<file path="config.mk">
export PLATFORM = sky130hd
export DESIGN_NAME = cvr_mac
export DESIGN_NICKNAME = d
export VERILOG_FILES = /design/src/sv/cvr_pkg.sv /design/src/sv/cvr_mac.sv
export SDC_FILE = /design/constraint.sdc
export NUM_CORES = 2
export LEC_CHECK = 0
export BUFFER_PORTS_ARGS = -buffer_cell sky130_fd_sc_hd__buf_2
export CAP_MARGIN = 20
export CORE_MARGIN = 3
export CORE_UTILIZATION = 55
export DETAILED_ROUTE_END_ITERATION = 8
export PLACE_DENSITY_LB_ADDON = 0.1
export SLEW_MARGIN = 20
export SYNTH_ARGS = -nofsm -noshare
export SYNTH_HDL_FRONTEND = slang
export SYNTH_SLANG_ARGS = --single-unit
</file>
<file path="constraint.sdc">
create_clock -name clk -period 3.8 [get_ports clk]
set_clock_uncertainty 0.15 [all_clocks]
set_input_delay 0 -clock clk [delete_from_list [all_inputs] [get_ports clk]]
set_output_delay 0 -clock clk [all_outputs]
set_load 0.005 [all_outputs]
</file>
<file path="src/sv/cvr_pkg.sv">
// ----------------------------------------------------------------------------
// cvr_pkg
// Shared types, rotation coefficients and the multiply-accumulate interface
// of the cube vertex rotator.
// ----------------------------------------------------------------------------
package cvr_pkg;

    localparam int COORD_W = 32;
    localparam int COEF_W  = 32;
    localparam int ACC_W   = 64;
    localparam int SLOT_W  = 3;
    localparam int MASK_W  = 3;

    typedef logic signed [COORD_W-1:0] coord_t;
    typedef logic signed [COEF_W-1:0]  coef_t;
    typedef logic signed [ACC_W-1:0]   acc_t;

    // Matrix coefficients in signed Q2.30
    localparam coef_t COEF_ONE   = 32'sd1073741824;
    localparam coef_t COEF_COS   = 32'sd1073578288;
    localparam coef_t COEF_SIN   = 32'sd18739379;
    localparam int    COEF_SHIFT = 30;
    localparam acc_t  COEF_HALF  = 64'sd536870912;

    // Axis codes, also the bit position in the axis mask
    localparam logic [1:0] AXIS_X    = 2'd0;
    localparam logic [1:0] AXIS_Y    = 2'd1;
    localparam logic [1:0] AXIS_Z    = 2'd2;
    localparam logic [1:0] AXIS_DONE = 2'd3;

    typedef struct packed {
        logic   valid;
        logic   first;
        logic   last;
        coef_t  a;
        coord_t b;
    } mac_op_t;

    typedef struct packed {
        logic valid;
        acc_t sum;
    } mac_res_t;

    // Entry (row, col) of the fixed one-degree rotation about one axis
    function automatic coef_t axis_coef(logic [1:0] axis, logic [1:0] row, logic [1:0] col);
        coef_t v;
        v = '0;
        if (row == col) begin
            v = (row == axis) ? COEF_ONE : COEF_COS;
        end else if (row != axis && col != axis) begin
            case (axis)
                AXIS_X:  v = (row == 2'd2) ? COEF_SIN : -COEF_SIN;
                AXIS_Y:  v = (row == 2'd0) ? COEF_SIN : -COEF_SIN;
                AXIS_Z:  v = (row == 2'd1) ? COEF_SIN : -COEF_SIN;
                default: v = '0;
            endcase
        end
        return v;
    endfunction

endpackage

</file>
<file path="src/sv/cvr_mac.sv">
// ----------------------------------------------------------------------------
// cvr_mac
// Shared two-stage multiply-accumulate unit. A sum starts on a term marked
// first (seeded with the rounding half) and is presented after its last term.
// ----------------------------------------------------------------------------
module cvr_mac (
    input  logic              clk,
    input  logic              rst_n,
    input  cvr_pkg::mac_op_t  op,
    output cvr_pkg::mac_res_t res
);

    import cvr_pkg::*;

    logic valid_reg;
    logic first_reg;
    logic last_reg;
    acc_t prod_reg;
    acc_t acc_reg;
    logic done_reg;

    always_ff @(posedge clk or negedge rst_n)
    begin
        if (!rst_n)
        begin
            valid_reg <= 1'b0;
            first_reg <= 1'b0;
            last_reg  <= 1'b0;
            prod_reg  <= '0;
            acc_reg   <= '0;
            done_reg  <= 1'b0;
        end
        else
        begin
            // stage 1: multiply
            valid_reg <= op.valid;
            first_reg <= op.first;
            last_reg  <= op.last;
            if (op.valid)
            begin
                prod_reg <= ACC_W'(op.a) * ACC_W'(op.b);
            end
            // stage 2: accumulate
            if (valid_reg)
            begin
                acc_reg <= first_reg ? (prod_reg + COEF_HALF) : (acc_reg + prod_reg);
            end
            done_reg <= valid_reg & last_reg;
        end
    end

    assign res.valid = done_reg;
    assign res.sum   = acc_reg;

endmodule

</file>
* Yosys cells after proc, flatten, opt, wreduce, memory -nomap -nowiden
Index checks and enable logic that the tools add are counted.
Cells by class: $add $sub $neg 2, $mul 1, multiplexer cells 1, bitwise operators 1
Operators with widths (count):
- $add A64 B31 Y64 const B | 1
- $add A64 B64 Y64 | 1
- $mul A32 B32 Y64 | 1
- $mux W64 | 1
- $and A1 B1 Y1 | 1
Storage, ports and cells: bits in registers 132, input bits 69

* Logic depth before layout (Yosys ltp)
depth in word-level cells 2, mapped depth 30

* Worst setup path before layout
No wires, ideal clock.
path kind input-to-reg, start point in op[63] in the netlist's numbering, end point reg prod_reg[62], library setup time 125 ps, arrival time 7340 ps, slack -3815 ps, stages 28, buffers on the path 1, path through clkbuf_1 -> nand2_1 -> inv_1 -> fa_1 -> inv_1 -> fa_1 -> inv_1 -> fa_1 -> fa_1 -> inv_1 -> fa_1 -> inv_1 -> fa_1 -> inv_1 -> fa_1 -> inv_1 -> fa_1 -> ha_1 -> a21o_1 -> a21o_1 -> a21oi_1 -> nand2_1 -> a2111oi_2 -> nor2_1 -> a21oi_2 -> o21ai_1 -> xor2_1 -> mux2_2
Between the ends: word-level cells in the longest chain between the ends 1
Ends and longest elaborated chain:
- start: declaration | line cvr_mac.sv:9 | input cvr_pkg::mac_op_t op,
- $mul A32 B32 Y64 | line cvr_mac.sv:41 | prod_reg <= ACC_W'(op.a) * ACC_W'(op.b);
- end signal: assignment | line cvr_mac.sv:41
- end: declaration | line cvr_mac.sv:18 | acc_t prod_reg;
No other way between the ends. A chain may end at the register's enable or synchronous reset.

* Worst setup path in the final report
start point in op[63] in the netlist's numbering, end point reg prod_reg[59]
The elaborated chain is that of the path after synthesis.

==> impl_results.md <==
- Antenna diodes: 0
- Clk sink count: 132
- Syn avg cell area: 9.16 um2
- Slowest CP cell: fa_2
- Final-stage net count: 6,921
- Met3 Track Usage GR: 2.85%
- Mapped cell area: 46,000 um2
- Req. time, crit path: 3.97 ns
- M1 GR Usage: 38.4%
- Cts bufs inserted: 17
- CP Class: in2reg
- Multi-input logic area: 39,900 um2
- Die Span X: 295 um
- Routed Antenna Nets: 0
- Status: complete, but fails checks
- Worst Path Max Fanout: 7
- First-pass GRT wire length: 212,000 um
- Ys Warns: 0
- Vias per cell: 5.43
- Die extent in y: 295 um
- Root buf cell: clkbuf_16
- Max capacitance violation total: 0
- IO Count: 134
- Worst Slack Setup Final: -3.12 ns
- Post-Synthesis Cells: 5,029
- Core Footprint: 82,500 um2
- Max Buffers Root-to-Sink: 2
- DR WL/cell: 19.4 um
- Slew Viols, Final: 0
- Relative slew slack: 45.3%
- Worst hold slack: 0.00640 ns
- Largest net degree at the start of global routing: 84
- Final Hold Viols: 0
- GPL Wtd Cong: 0.931
- Vias in the first global route: 40,200
- Worst slew pin tran: 0.820 ns
- Global Route met2 Usage: 56.9%
- Post-synth EDFFs: 0
- # port buffers: 133
- Rows: 105
- H-Tree Depth: 4
- Endpoints failing setup: 57
- Hold Path Class: in2async
- Final wirelength: 128,000 um
- CP startpoint kind: input pin
- Final min period: 6.92 ns
- Worst skew pair latency: 0.44 ns
- CTS tree: done
- Layout cells sized above 1: 23.1%
- First-iteration detailed-routing DRC count: 1,812
- Grt peak-use layer: met2
- Die ar.: 87,200 um2
- Failing checks: negative setup slack
- Prevailing post-synth register cell: dfrtp_1
- Fill cells: 6,555
- WP data arrival: 7.09 ns
- Syn Nets: 6,429
- DP Wirelength: 108,000 um
- Fraction of registers with async set/reset: 100%
- Reg clk slew, reported paths: 0.07 ns
- DR DRC count: 0
- Area Growth Syn to Fin: 21.7%
- Via count: 35,800
- Sequential element share of the synthesized area: 7.17%
- Post-route clock period utilization: 182%
- Max stage delay on crit path: 0.66 ns
- Gr ovfl total: 0
- Register area: 3310 um2
- Flops & latches, synth: 132
- RSZ-0062 raised after global routing: yes
- Tot GR Track Use: 31.1%
- Initial antenna violation count: 2
- Reg-to-reg slack, setup: 0.31 ns
- 1st-pass router iterations: 5
- Critical Path End Type: flop
- Distinct cells, synth: 82
- Max Fclk: 0.144 GHz
- Initial core utilization: 55.8%
==> layout make-up <==
cell class | instances | share of cell area [%]
Tap cell | 1070 | 2.39
Clock buffer | 18 | 0.783
Sequential cell | 132 | 5.90
Multi-Input combinational cell | 3602 | 71.1
Inverter | 1019 | 6.83
Timing Repair Buffer | 749 | 12.7
Clock inverter | 13 | 0.268
==> final timing paths <==
path | cells past startpoint | endpoint | start
max | 26 | prod_reg[59] | op[63]
min reg2reg | 1 | done_reg | last_reg
max reg2reg | 11 | acc_reg[41] | acc_reg[1]
min in group clk | 2 | last_reg | op[64]
max in group asynchronous | 3 | prod_reg[58] | rst_n
min | 2 | prod_reg[8] | rst_n
==> synthesized netlist by cell type, drive strengths merged, types with 11 or more instances <==
| cell type | n | share of area [%] |
|---|---|---|
| a211oi | 18 | 0.35 |
| a21o | 77 | 1.3 |
| a21oi | 205 | 2.3 |
| a31oi | 25 | 0.43 |
| and2 | 511 | 6.9 |
| and3 | 19 | 0.26 |
| and4 | 11 | 0.21 |
| buf | 14 | 0.21 |
| clkbuf | 262 | 2.1 |
| dfrtp | 132 | 7.2 |
| fa | 1083 | 47 |
| ha | 248 | 6.7 |
| inv | 1019 | 8.3 |
| mux2 | 58 | 1.4 |
| nand2 | 617 | 5.0 |
| nand2b | 28 | 0.38 |
| nand3 | 46 | 0.50 |
| nand4 | 29 | 0.39 |
| nor2 | 168 | 1.4 |
| nor2b | 21 | 0.29 |
| nor3 | 17 | 0.20 |
| o211ai | 14 | 0.24 |
| o21a | 15 | 0.24 |
| o21ai | 102 | 1.1 |
| o21bai | 21 | 0.34 |
| o221ai | 11 | 0.21 |
| xnor2 | 96 | 1.8 |
| xor2 | 55 | 1.0 |
==> what timing repair did <==
action	in CTS	in global routing
endpoints found under the hold margin	96	0
pin swaps	227	111
hold buffers	4	0
endpoints found under the setup margin	58	58
setup buffers	62	27
cloned	10	1
gates resized for setup	492	149
==> metrics by stage <==
stage | TNS (ns) | std cells | util, % | setup WS (ns) | instance area, um2
finish | -133.99 | 6603 | 67.9 | -3.12 | 56100
global route | -143.68 | 6603 | 67.9 | -3.35 | 56100
CTS | -130.44 | 6582 | 67.0 | -3.06 | 55300
detailed placement | -174.77 | 6478 | 63.0 | -3.86 | 52000
global placement | -172.18 | 6478 | 63.0 | -3.76 | 52000
floorplan | -132.36 | 5029 | - | -3.52 | 47300
==> cells in the final DEF, fill, tap and decap left out, types with 13 or more instances in the layout <==
cell,instances
inv_1,982
fa_1,975
nand2_1,586
buf_4,460
and2_1,457
ha_1,204
a21oi_1,157
nor2_1,153
dfrtp_1,130
buf_6,114
fa_2,108
xnor2_1,89
a21o_1,76
buf_2,72
o21ai_0,62
buf_12,60
xor2_1,54
and2_4,53
ha_4,43
nand3_1,40
a21oi_2,39
inv_2,36
mux2_2,35
nand4_1,29
nand2b_1,28
buf_8,27
mux2_4,22
nand2_2,21
nor2b_1,21
o21ai_2,20
o21ai_1,19
o21bai_1,18
clkbuf_16,18
and3_1,17
a31oi_1,17
o21a_1,15
o211ai_1,13
==> critical path, delay by kind of cell <==
family	cells	cell delay (ns)
multiplexers	1	0.26
adder cells (fa/ha/maj)	9	4.53
buffers and inverters	6	0.44
AND/OR/NAND/NOR	1	0.14
XOR/XNOR	1	0.18
AO/OA/AOI/OAI	8	1.52
==> cells by family (layout without fill, tap and decap cells) <==
group	after synthesis	in the layout	share of synthesized area [%]
compound gates	561	561	7.91
xor+xnor	151	151	2.87
fa+ha+maj	1331	1331	53.8
buf+inv	1295	1799	10.7
flops	132	132	7.17
mux	67	67	1.61
simple gates	1492	1492	16.0
==> routing by layer <==
layer | vias up | wire length [um]
met5 | - | 0
met4 | 0 | 5670
met3 | 298 | 5270
met2 | 931 | 67200
met1 | 18400 | 50100
li1 | 16200 | -
Power is not shown: default switching activity piles up to over one toggle a cycle in this logic, so the estimate is an artifact.
