==> config.mk <==
export PLATFORM = sky130hd
export DESIGN_NAME = cvr_ram
export DESIGN_NICKNAME = d
export VERILOG_FILES = /design/src/sv/cvr_ram.sv
export SDC_FILE = /design/constraint.sdc
export NUM_CORES = 1
export LEC_CHECK = 0
export ABC_AREA = 1
export BUFFER_PORTS_ARGS = -buffer_cell sky130_fd_sc_hd__buf_2
export CAP_MARGIN = 10
export CELL_PAD_IN_SITES_DETAIL_PLACEMENT = 0
export CELL_PAD_IN_SITES_GLOBAL_PLACEMENT = 1
export CORE_MARGIN = 4
export CORE_UTILIZATION = 52
export CTS_BUF_LIST = sky130_fd_sc_hd__clkbuf_4 sky130_fd_sc_hd__clkbuf_8 sky130_fd_sc_hd__clkbuf_16
export DETAILED_ROUTE_END_ITERATION = 12
export PLACE_DENSITY = 0.82
export REMOVE_ABC_BUFFERS = 1
export SLEW_MARGIN = 20
export SYNTH_ARGS = -nofsm -noshare
export SYNTH_HDL_FRONTEND = slang
export SYNTH_SLANG_ARGS = --single-unit
==> constraint.sdc <==
create_clock -name clk -period 13.5 [get_ports clk]
set_clock_uncertainty 0.05 [all_clocks]
set_input_delay 2.7 -clock clk [delete_from_list [all_inputs] [get_ports clk]]
set_output_delay 2.7 -clock clk [all_outputs]
set_load 0.03 [all_outputs]
==> src/sv/cvr_ram.sv <==
// ----------------------------------------------------------------------------
// cvr_ram
// Generic single-write, single-read RAM with registered read data.
// ----------------------------------------------------------------------------
module cvr_ram #(
    parameter int WIDTH = 96,
    parameter int DEPTH = 8,
    localparam int AW   = $clog2(DEPTH)
) (
    input  logic             clk,
    input  logic             we,
    input  logic [AW-1:0]    waddr,
    input  logic [WIDTH-1:0] wdata,
    input  logic [AW-1:0]    raddr,
    output logic [WIDTH-1:0] rdata
);

    logic [WIDTH-1:0] mem [DEPTH];
    logic [WIDTH-1:0] rdata_reg;

    always_ff @(posedge clk)
    begin
        if (we)
        begin
            mem[waddr] <= wdata;
        end
        rdata_reg <= mem[raddr];
    end

    assign rdata = rdata_reg;

endmodule

* Yosys cells after proc, flatten, opt, wreduce, memory -nomap -nowiden
Memory sizes are Yosys's and may differ from the RTL's. A register that Yosys moved wholly into a read port is not among the register bits.
Index checks and enable logic that the tools add are counted.
** Storage, ports and cells
- Bits of input ports :: 104
- Memory bits (read-only) :: 0
- Logic and storage cells :: 3
- Bits in writable memories :: 768
- Latch bits :: 0
- Bits in registers :: 0
- Output and inout bits :: 96
- Memories :: 1
** Memory list
- mem :: depth 8, bits a word 96, read ports 1, clocked after Yosys merged registers in 1, write ports 1, RTL line 18 : logic [WIDTH-1:0] mem [DEPTH];
** Operators by class
- $lt $le $gt $ge :: 0
- Shifts and indexed selects :: 0
- Bitwise gates (word level) :: 0
- Add/subtract/negate cells :: 0
- Div/mod/pow operators :: 0
- Reduce and logical (&&, ||, !) cells :: 0
- Multiplexer cells :: 2
- Equality and inequality tests :: 0
- Multipliers :: 0
** Operators by type and width (number)
- $mux 1 :: 2

* Longest topological paths before layout
Gate-level depths: netlist (run 1).
- Depth after elaboration :: 2
- Mapped depth :: 9
- Depth with buffers taken out :: 6

* Worst setup path before layout (run 1)
No wires, ideal clock.
- Path kind :: input -> register
- Start :: in waddr[0]
- End :: mem mem[0][0], enable pin
- Buffers on the path :: 0
- Required time :: 12.898 ns
- Setup slack :: 6.058 ns
- Data arrival time :: 6.840 ns
- Library setup time :: 0.552 ns
- Cell stages on the path :: 3
- Cell sequence :: inv_1 -> nand2_1 -> nor2_1
** RTL lines
- start, declared :: RTL line 12 : input logic [AW-1:0] waddr,
- end, declared :: RTL line 18
Straight into the memory's write port.

* Final worst setup path (run 1)
- Start :: in waddr[0]
- End :: mem mem[2][47], enable pin
Straight into the memory's write port.

==> impl_metrics.yaml, run 1 <==
run_status:
  status: "completed"
drt:
  avgRoutedWirePerCell_um: 16.6
  drc_errors: 0
  drt-initial-drc-count: 1511
  postRouteAntennaNets: 0
  first_pass_iters: 5
  vias: 21700
  vias_per_cell: 4.77
  wirelength_um: 75800
clocking:
  cts_buffers: 89
  post_cts_resized: 0
  ctsRootBufferMaster: "clkbuf_16"
  cts_sinks: 864
  clk_pin_slew_ns: 0.06
  clock_latency_ns: 0.62
  post_cts_buffers: 0
  cts_tree: "built"
  postCtsHoldBufs: 0
  clock_path_buffers: 3
  cts_max_level: 3
grt:
  grt_pass1_wl_um: 117000
  grt_antenna_before_repair: 8
  grt_max_degree: 202
  overflow: 0
  track_usage_pct: 20.7
  grt_pass1_vias: 20600
logic_synthesis:
  syn_inst: 3432
  ys_top_cells_by_area: "edfxtp_1 (65%), nand2_1 (13%), inv_1 (8.2%), dfxtp_1 (5.4%), nand3_1 (5.4%)"
  synth-edff-count: 768
  synthDistinctLibCells: 13
  ys_seq_elements: 864
  syn_area_mm2: 0.0355
  ys.flop_type: "edfxtp_1"
  yosysMostFrequentCell: "nand2_1"
  synth.largest_area_cell: "edfxtp_1"
  synth_top_area_share_pct: 64.9
  ys_seq_area_share_pct: 70.3
  syn_avg_cell_area_um2: 10.4
  synth_top_cells_by_count: "nand2_1 (1254), inv_1 (772), edfxtp_1 (768)"
  synth-warning-count: 0
  async_flop_share_pct: 0
worst_setup_path:
  crit_top_cell: "buf_4"
  worstPathArrival_ns: 5.32
  crit_buf_inv: 4
  cpLargestDelayFamily: "buffers and inverters"
  crit_type: "in2reg"
  slowest_delay_ns: 0.89
  required_ns: 13.69
  slowest_stage: "nor2_4"
  start_kind: "input pin"
  cp-end-kind: "flop"
  cp_max_fo: 42
  crit_chain: "buf_2 -> inv_1 -> nand2_1 -> nor2_4 -> buf_4 -> buf_4"
flow_run:
  max_cap_violations: 0
timing:
  worst_slack_ns: 8.37
  rsz0062_at_grt: "false"
  max_slew_margin_pct: 25.2
  tns_ns: 0
  finalHoldViolations: 0
  fin_crit_ns: 5.13
  period_share_pct: 38.0
  worst_slew_pin_slew_ns: 1.12
  setup_violations: 0
  slew_violations: 0
  fmax_mhz: 195
layout:
  multi_input_area_mm2: 0.00672
  seqCellArea_mm2: 0.0250
  final_util_pct: 59.2
  syn_to_final_growth_pct: 12.4
  n_fill_cell: 5575
  layout.nets: 3705
  largest_register_ffs: 768
  drive_gt1_share_pct: 10.4
  fin_area_mm2: 0.0399
floorplanning:
  die-area_mm2: 0.0726
  die_h_um: 269
  die_x_um: 269
  boundaryPins: 200
  fp.coreArea_mm2: 0.0675
  initial_core_util_pct: 52.6
  rows: 95
power:
  pwr-share-clk_pct: 41.5
  power.density_mw_per_mm2: 148
  combPwrFrac_pct: 6.9
  swShare_pct: 22.2
  power_mw: 5.91
  power.internal_mw: 4.60
  p_sw_mw: 1.31
  ir_drop_uv: 126
  p_seq_share_pct: 51.6
  leakagePower_nw: 18.5
placed_design:
  io_buffers: 199
  dpl-instance-area_mm2: 0.0369
  dp_hpwl_um: 36300
  gp_congestion: 0.712
  post-place-ws_ns: 7.65
worst_hold_path:
  min_path_type: "reg2reg"
per-layer routing:
metal	GRT usage (%)	part of all wire, %	wire length (µm)
met5	0	0.028	21
met4	5.42	1.9	1420
met3	3.42	5.3	4020
met2	35.1	48	36500
met1	28.1	45	33900
logic make-up (layout without fill, tap and decap cells):
family,count (synthesis),in the layout,synth area share [%]
other,0,6,0
and+or+nand+nor,1646,1646,18.7
buffers and inverters,922,1166,11.0
DFF,864,864,70.3
cell type report:
cell class / count / share of cell area, %
timing repair buffer: 226 / 3.07
inverter: 774 / 7.32
sequential: 864 / 62.5
clock inverter: 46 / 0.943
clock buffer: 120 / 6.54
tap: 873 / 2.73
antenna: 6 / 0.0376
multi-input combinational: 1646 / 16.8
layout by cell type (no fill, tap or decap), types with 2 or more instances in the layout:
cell type / n
buf_2: 196
buf_4: 26
dfxtp_1: 96
clkbuf_8: 13
clkinv_8: 2
clkinvlp_4: 2
clkinv_2: 13
nand3_1: 384
bufinv_16: 6
inv_6: 3
inv_1: 771
nor2_4: 8
clkinv_1: 22
edfxtp_1: 768
buf_6: 3
diode_2: 6
clkbuf_4: 14
nand2_1: 1254
clkbuf_16: 93
metrics by stage:
step / instances / hold WS (ns)
after floorplan: 3284 / 0.536
after global placement: 4383 / 0.559
after detailed placement: 4383 / 0.560
after CTS: 4549 / 0.559
after global routing: 4550 / 0.609
final: 4555 / 0.565
tightest hold or removal path, cell delays in order, from the launching register on:
cell	delay (ns)
edfxtp_1	0.32
inv_1	0.04
nand2_1	0.04
nand3_1	0.06
nand2_1	0.05
nand2_1	0.04
nand2_1	0.04
worst paths after layout:
check | slack (ns) | cells past startpoint | startpoint | to
max | 8.37 | 6 | waddr[0] | mem[2][47]$_DFFE_PP_
min | 0.57 | 6 | mem[1][38]$_DFFE_PP_ | rdata[38]$_DFF_P_
max reg2reg | 12.44 | 6 | mem[4][79]$_DFFE_PP_ | rdata[79]$_DFF_P_
min reg2reg | 0.57 | 6 | mem[1][38]$_DFFE_PP_ | rdata[38]$_DFF_P_
power by group through the flow:
stage / Sequential, mW / Combinational (mW) / Clock [mW]
after floorplan: 3.17 / 0.177 / 0
after global placement: 3.10 / 0.407 / 0
after detailed placement: 3.11 / 0.410 / 0
after CTS: 3.05 / 0.413 / 2.50
after global routing: 3.06 / 0.456 / 2.62
final: 3.05 / 0.407 / 2.45
No activity file was read; power rests on OpenSTA's default activity.
==> run 2: changes to the inputs <==
- CORE_UTILIZATION: 52 -> 48
- PLACE_DENSITY: 0.82 -> 0.77
- clock period: 13.5 -> 5.3 ns (I/O delays scaled with it)
==> run 2 against run 1 <==
  * Power increased to 2.6 times the previous value
  * Design area increased by 1.1%
  * Sequential share of layout area decreased by 0.66 points
  * Clock-buffer cell count increased by 4
  * Flip-flop and latch count unchanged
  * Clock power increased to 2.6 times the previous value
  * First-iteration DRC count decreased by 7.3%
==> impl_metrics.yaml, run 2 (synthesized netlist as in run 1, its figures left out) <==
clocking:
  clk_pin_slew_ns: 0.06
  ctsRootBufferMaster: "clkbuf_16"
  cts_buffers: 90
  cts_max_level: 3
  postCtsHoldBufs: 0
  clock_path_buffers: 3
  post_cts_resized: 0
  clock_latency_ns: 0.62
  cts_sinks: 864
  post_cts_buffers: 0
  cts_tree: "built"
placed_design:
  gp_congestion: 0.712
  dp_cells: 4472
  dp_hpwl_um: 37400
  post-place-ws_ns: 1.84
  io_buffers: 199
worst_setup_path:
  crit_type: "in2reg"
  r2r_start: "mem[7][73]$_DFFE_PP_"
  critPathLaunch: "raddr[0]"
  crit_chain: "buf_8 -> buf_4 -> buf_4 -> nand2_1 -> nand3_1 -> nand2_1 -> nand2_1 -> nand2_1"
  r2r.worst_path.cells: 6
  worstPathArrival_ns: 3.27
  slowest_delay_ns: 0.78
  crit_top_cell: "nand2_1"
  crit_buf_inv: 3
  regToRegSetupSlack_ns: 4.30
  cpLargestDelayFamily: "buffers and inverters"
  rr_endpoint: "rdata[73]$_DFF_P_"
  slowest_stage: "buf_4"
  cp_max_fo: 76
  start_kind: "input pin"
  required_ns: 5.76
  cp-end-kind: "flop"
floorplanning:
  die_x_um: 280
  die-area_mm2: 0.0785
  initial_core_util_pct: 48.5
  boundaryPins: 200
  die_h_um: 280
  fp.coreArea_mm2: 0.0732
  rows: 99
grt:
  grt_max_degree: 176
  track_usage_pct: 19.5
  grt_antenna_before_repair: 9
  overflow: 0
  grt_pass1_vias: 20800
  grt_pass1_wl_um: 118000
timing:
  fin_crit_ns: 2.81
  setup_violations: 0
  fmax_mhz: 356
  max_slew_margin_pct: 27.1
  whs_ns: 0.571
  rsz0062_at_grt: "false"
  tns_ns: 0
  worst_slew_pin_slew_ns: 1.09
  slew_violations: 0
  period_share_pct: 53.0
  worst_slack_ns: 2.49
  finalHoldViolations: 0
power:
  leakagePower_nw: 18.6
  p_sw_mw: 3.32
  combPwrFrac_pct: 6.8
  ir_drop_uv: 219
  pwr-share-clk_pct: 42.2
  power.density_mw_per_mm2: 378
  p_seq_share_pct: 50.9
  power.internal_mw: 11.9
  swShare_pct: 21.8
layout:
  n_fill_cell: 6292
  largest_register_ffs: 768
  final_common_cell: "nand2_1"
  mostFrequentLayoutCells: "nand2_1 (1254), inv_1 (771), edfxtp_1 (768)"
  layout.nets: 3710
  drive_gt1_share_pct: 10.7
  syn_to_final_growth_pct: 13.6
  final_cells: 4642
  final_util_pct: 55.2
worst_hold_path:
  min_delay_path_depth: 6
  hold_start: "mem[0][25]$_DFFE_PP_"
  min_path_type: "reg2reg"
  hold-path-endpoint: "rdata[25]$_DFF_P_"
drt:
  first_pass_iters: 5
  avgRoutedWirePerCell_um: 16.4
  vias: 21500
  wirelength_um: 76100
  vias_per_cell: 4.64
  drc_errors: 0
  postRouteAntennaNets: 0
  drt-initial-drc-count: 1400
run_status:
  status: "completed"
flow_run:
  max_cap_violations: 0
[run 2: cell count changes in the layout (fill, tap and decap cells not counted), sizes merged, moves of 2 or more]
cell      delta
buf          +3
clkinvlp     +3
bufinv       +4
diode        -2
clkbuf       +5
clkinv      -11
[run 2: through the flow]
step                power, mW  cell area (µm²)
finish                   15.3            40400
global route             15.9            40400
CTS                      15.4            40300
detailed placement       8.97            37200
global placement         8.96            37200
floorplan                8.51            34600
[run 2: final cells by class]
class | instances | area [µm²] | share of cell area (%)
Sequential cell | 864 | 25000 | 61.9
Multi-Input combinational cell | 1646 | 6720 | 16.6
Timing Repair Buffer | 230 | 1450 | 3.58
Tap cell | 959 | 1200 | 2.97
Clock inverter | 41 | 457 | 1.13
Inverter | 774 | 2930 | 7.25
Antenna cell | 4 | 10.0 | 0.0248
Clock buffer | 124 | 2630 | 6.52
[run 2: how the worst max path moves through the flow]
stage	end	cells after the start	slack, ns
after global placement	rdata[3]$_DFF_P_	8	1.89
after detailed placement	rdata[66]$_DFF_P_	8	1.84
after CTS	rdata[66]$_DFF_P_	8	2.52
after floorplan	mem[0][0]$_DFFE_PP_	3	-0.50
after global routing	rdata[9]$_DFF_P_	8	2.28
final	rdata[71]$_DFF_P_	8	2.49
[run 2: layer usage]
| metal | GRT usage, % | vias to the layer above | routed length [µm] |
|---|---|---|---|
| li1 | - | 11000 | - |
| met5 | 0 | - | 66 |
| met4 | 5.25 | 10 | 1500 |
| met3 | 3.36 | 118 | 3680 |
| met1 | 26.5 | 9977 | 34600 |
| met2 | 32.8 | 419 | 36200 |
[run 2: worst register-to-register path, stage by stage (launching register included)]
cell and delay [ns]:
edfxtp_1 0.37, inv_1 0.06, nand2_1 0.05, nand3_1 0.13, nand2_1 0.06, nand2_1 0.05, nand2_1 0.10
[run 2: power groups by stage]
stage | Combinational [mW] | Clock, mW | Sequential, mW
floorplan | 0.451 | 0 | 8.06
global placement | 1.05 | 0 | 7.91
detailed placement | 1.06 | 0 | 7.92
CTS | 1.06 | 6.59 | 7.77
global route | 1.18 | 6.89 | 7.79
finish | 1.04 | 6.44 | 7.77
==> run 3: changes to the inputs <==
- CORE_UTILIZATION: 48 -> 44
- PLACE_DENSITY: 0.77 -> 0.74
- clock period: 5.3 -> 2.58 ns (I/O delays scaled with it)
==> run 3 against run 2 <==
  * Global-route usage is 1.3 points lower
  * Clock power increased by 100%
  * Sequential power is 110% higher
  * Critical path type is now reg2out
  * Flip-flop and latch count stayed put
==> impl_metrics.yaml, run 3 (synthesized netlist as in run 1, its figures left out) <==
clocking:
  post_cts_buffers: 0
  cts_max_level: 3
  cts_sinks: 864
  clock_latency_ns: 0.63
  cts_buffers: 91
  post_cts_resized: 0
  clock_path_buffers: 3
  cts_tree: "built"
  ctsRootBufferMaster: "clkbuf_16"
  postCtsHoldBufs: 0
  clk_pin_slew_ns: 0.06
worst_setup_path:
  cp-end-kind: "output pin"
  cp_max_fo: 1
  crit_type: "reg2out"
  cpLargestDelayFamily: "flip-flops"
  crit_chain: "buf_2"
  cp.depth: 1
  critPathLaunch: "rdata[72]$_DFF_P_"
  required_ns: 2.01
  slowest_stage: "dfxtp_1"
  crit_buf_inv: 1
  rr_endpoint: "rdata[46]$_DFF_P_"
  r2r_start: "mem[7][46]$_DFFE_PP_"
  slowest_delay_ns: 0.45
  worstPathArrival_ns: 1.32
  start_kind: "flop"
  r2r.worst_path.cells: 6
  regToRegSetupSlack_ns: 1.61
  crit_path_end: "rdata[72]"
timing:
  tns_ns: 0
  rsz0062_at_grt: "false"
  worst_slew_pin_slew_ns: 0.698
  max_slew_margin_pct: 53.5
  fin_crit_ns: 1.89
  setup_violations: 0
  fmax_mhz: 530
  finalHoldViolations: 0
  slew_violations: 0
  worst_slack_ns: 0.694
  period_share_pct: 73.1
layout:
  largest_register_ffs: 768
  mostFrequentLayoutCells: "nand2_1 (1254), inv_1 (771), edfxtp_1 (768)"
  drive_gt1_share_pct: 11.5
  layout.nets: 3736
  final_common_cell: "nand2_1"
  fin_area_mm2: 0.0409
  syn_to_final_growth_pct: 15.1
  final_cells: 4767
grt:
  overflow: 0
  grt_pass1_vias: 21500
  grt_antenna_before_repair: 7
  track_usage_pct: 18.2
  grt_max_degree: 106
  grt_pass1_wl_um: 121000
power:
  pwr-share-clk_pct: 41.4
  swShare_pct: 22.3
  leakagePower_nw: 18.8
  combPwrFrac_pct: 7.2
  ir_drop_uv: 456
  p_sw_mw: 6.92
  power.density_mw_per_mm2: 760
  power.internal_mw: 24.2
  p_seq_share_pct: 51.4
placed_design:
  io_buffers: 199
  dp_hpwl_um: 42000
  dpl-instance-area_mm2: 0.0379
  gp_congestion: 0.716
  dp_cells: 4589
  post-place-ws_ns: 0.447
floorplanning:
  die_h_um: 292
  rows: 103
  boundaryPins: 200
  die-area_mm2: 0.0854
  die_x_um: 292
  initial_core_util_pct: 44.7
  fp.coreArea_mm2: 0.0795
drt:
  drc_errors: 0
  wirelength_um: 77700
  vias: 22000
  vias_per_cell: 4.61
  drt-initial-drc-count: 1476
  avgRoutedWirePerCell_um: 16.3
  postRouteAntennaNets: 0
  first_pass_iters: 5
run_status:
  status: "completed"
worst_hold_path:
  min_path_type: "in2reg"
flow_run:
  max_cap_violations: 0
run 3: layout make-up:
type | count | area [µm²]
Fill cell | 6981 | 38600
Sequential cell | 864 | 25000
Multi-Input combinational cell | 1646 | 6720
Inverter | 774 | 2930
Clock buffer | 133 | 2680
Timing Repair Buffer | 255 | 1910
Tap cell | 1050 | 1310
Clock inverter | 39 | 349
Antenna cell | 6 | 15.0
run 3: how the worst min path moves through the flow:
stage / slack (ns) / depth (start not counted) / end / start
floorplan: 0.54 / 6 / rdata[94]$_DFF_P_ / mem[4][94]$_DFFE_PP_
global placement: 0.56 / 6 / rdata[86]$_DFF_P_ / mem[0][86]$_DFFE_PP_
detailed placement: 0.56 / 6 / rdata[3]$_DFF_P_ / mem[0][3]$_DFFE_PP_
CTS: 0.06 / 1 / mem[0][46]$_DFFE_PP_ / wdata[46]
global route: 0.08 / 1 / mem[4][2]$_DFFE_PP_ / wdata[2]
finish: 0.11 / 1 / mem[2][26]$_DFFE_PP_ / wdata[26]
run 3: through the flow:
| step | utilization [%] | hold slack (ns) | total power, mW |
|---|---|---|---|
| after global routing | 51.4 | 0.0837 | 32.3 |
| final | 51.4 | 0.109 | 31.1 |
| after floorplan | - | 0.536 | 17.5 |
| after global placement | 47.6 | 0.561 | 18.5 |
| after detailed placement | 47.6 | 0.560 | 18.5 |
| after CTS | 51.4 | 0.0579 | 31.5 |
run 3: metal layers:
layer	GRT usage, %	share of wire (%)	vias to the layer above
met5	0	0.032	-
met4	4.54	1.4	4
met3	2.97	4.9	80
met2	31.0	48	388
met1	24.5	45	10400
li1	-	-	11100
run 3: power groups by stage:
stage / combinational [mW] / sequential [mW] / clock [mW]
floorplan: 0.926 / 16.6 / 0
global placement: 2.26 / 16.3 / 0
detailed placement: 2.27 / 16.3 / 0
CTS: 2.28 / 16.0 / 13.2
global route: 2.51 / 16.0 / 13.8
finish: 2.23 / 16.0 / 12.9
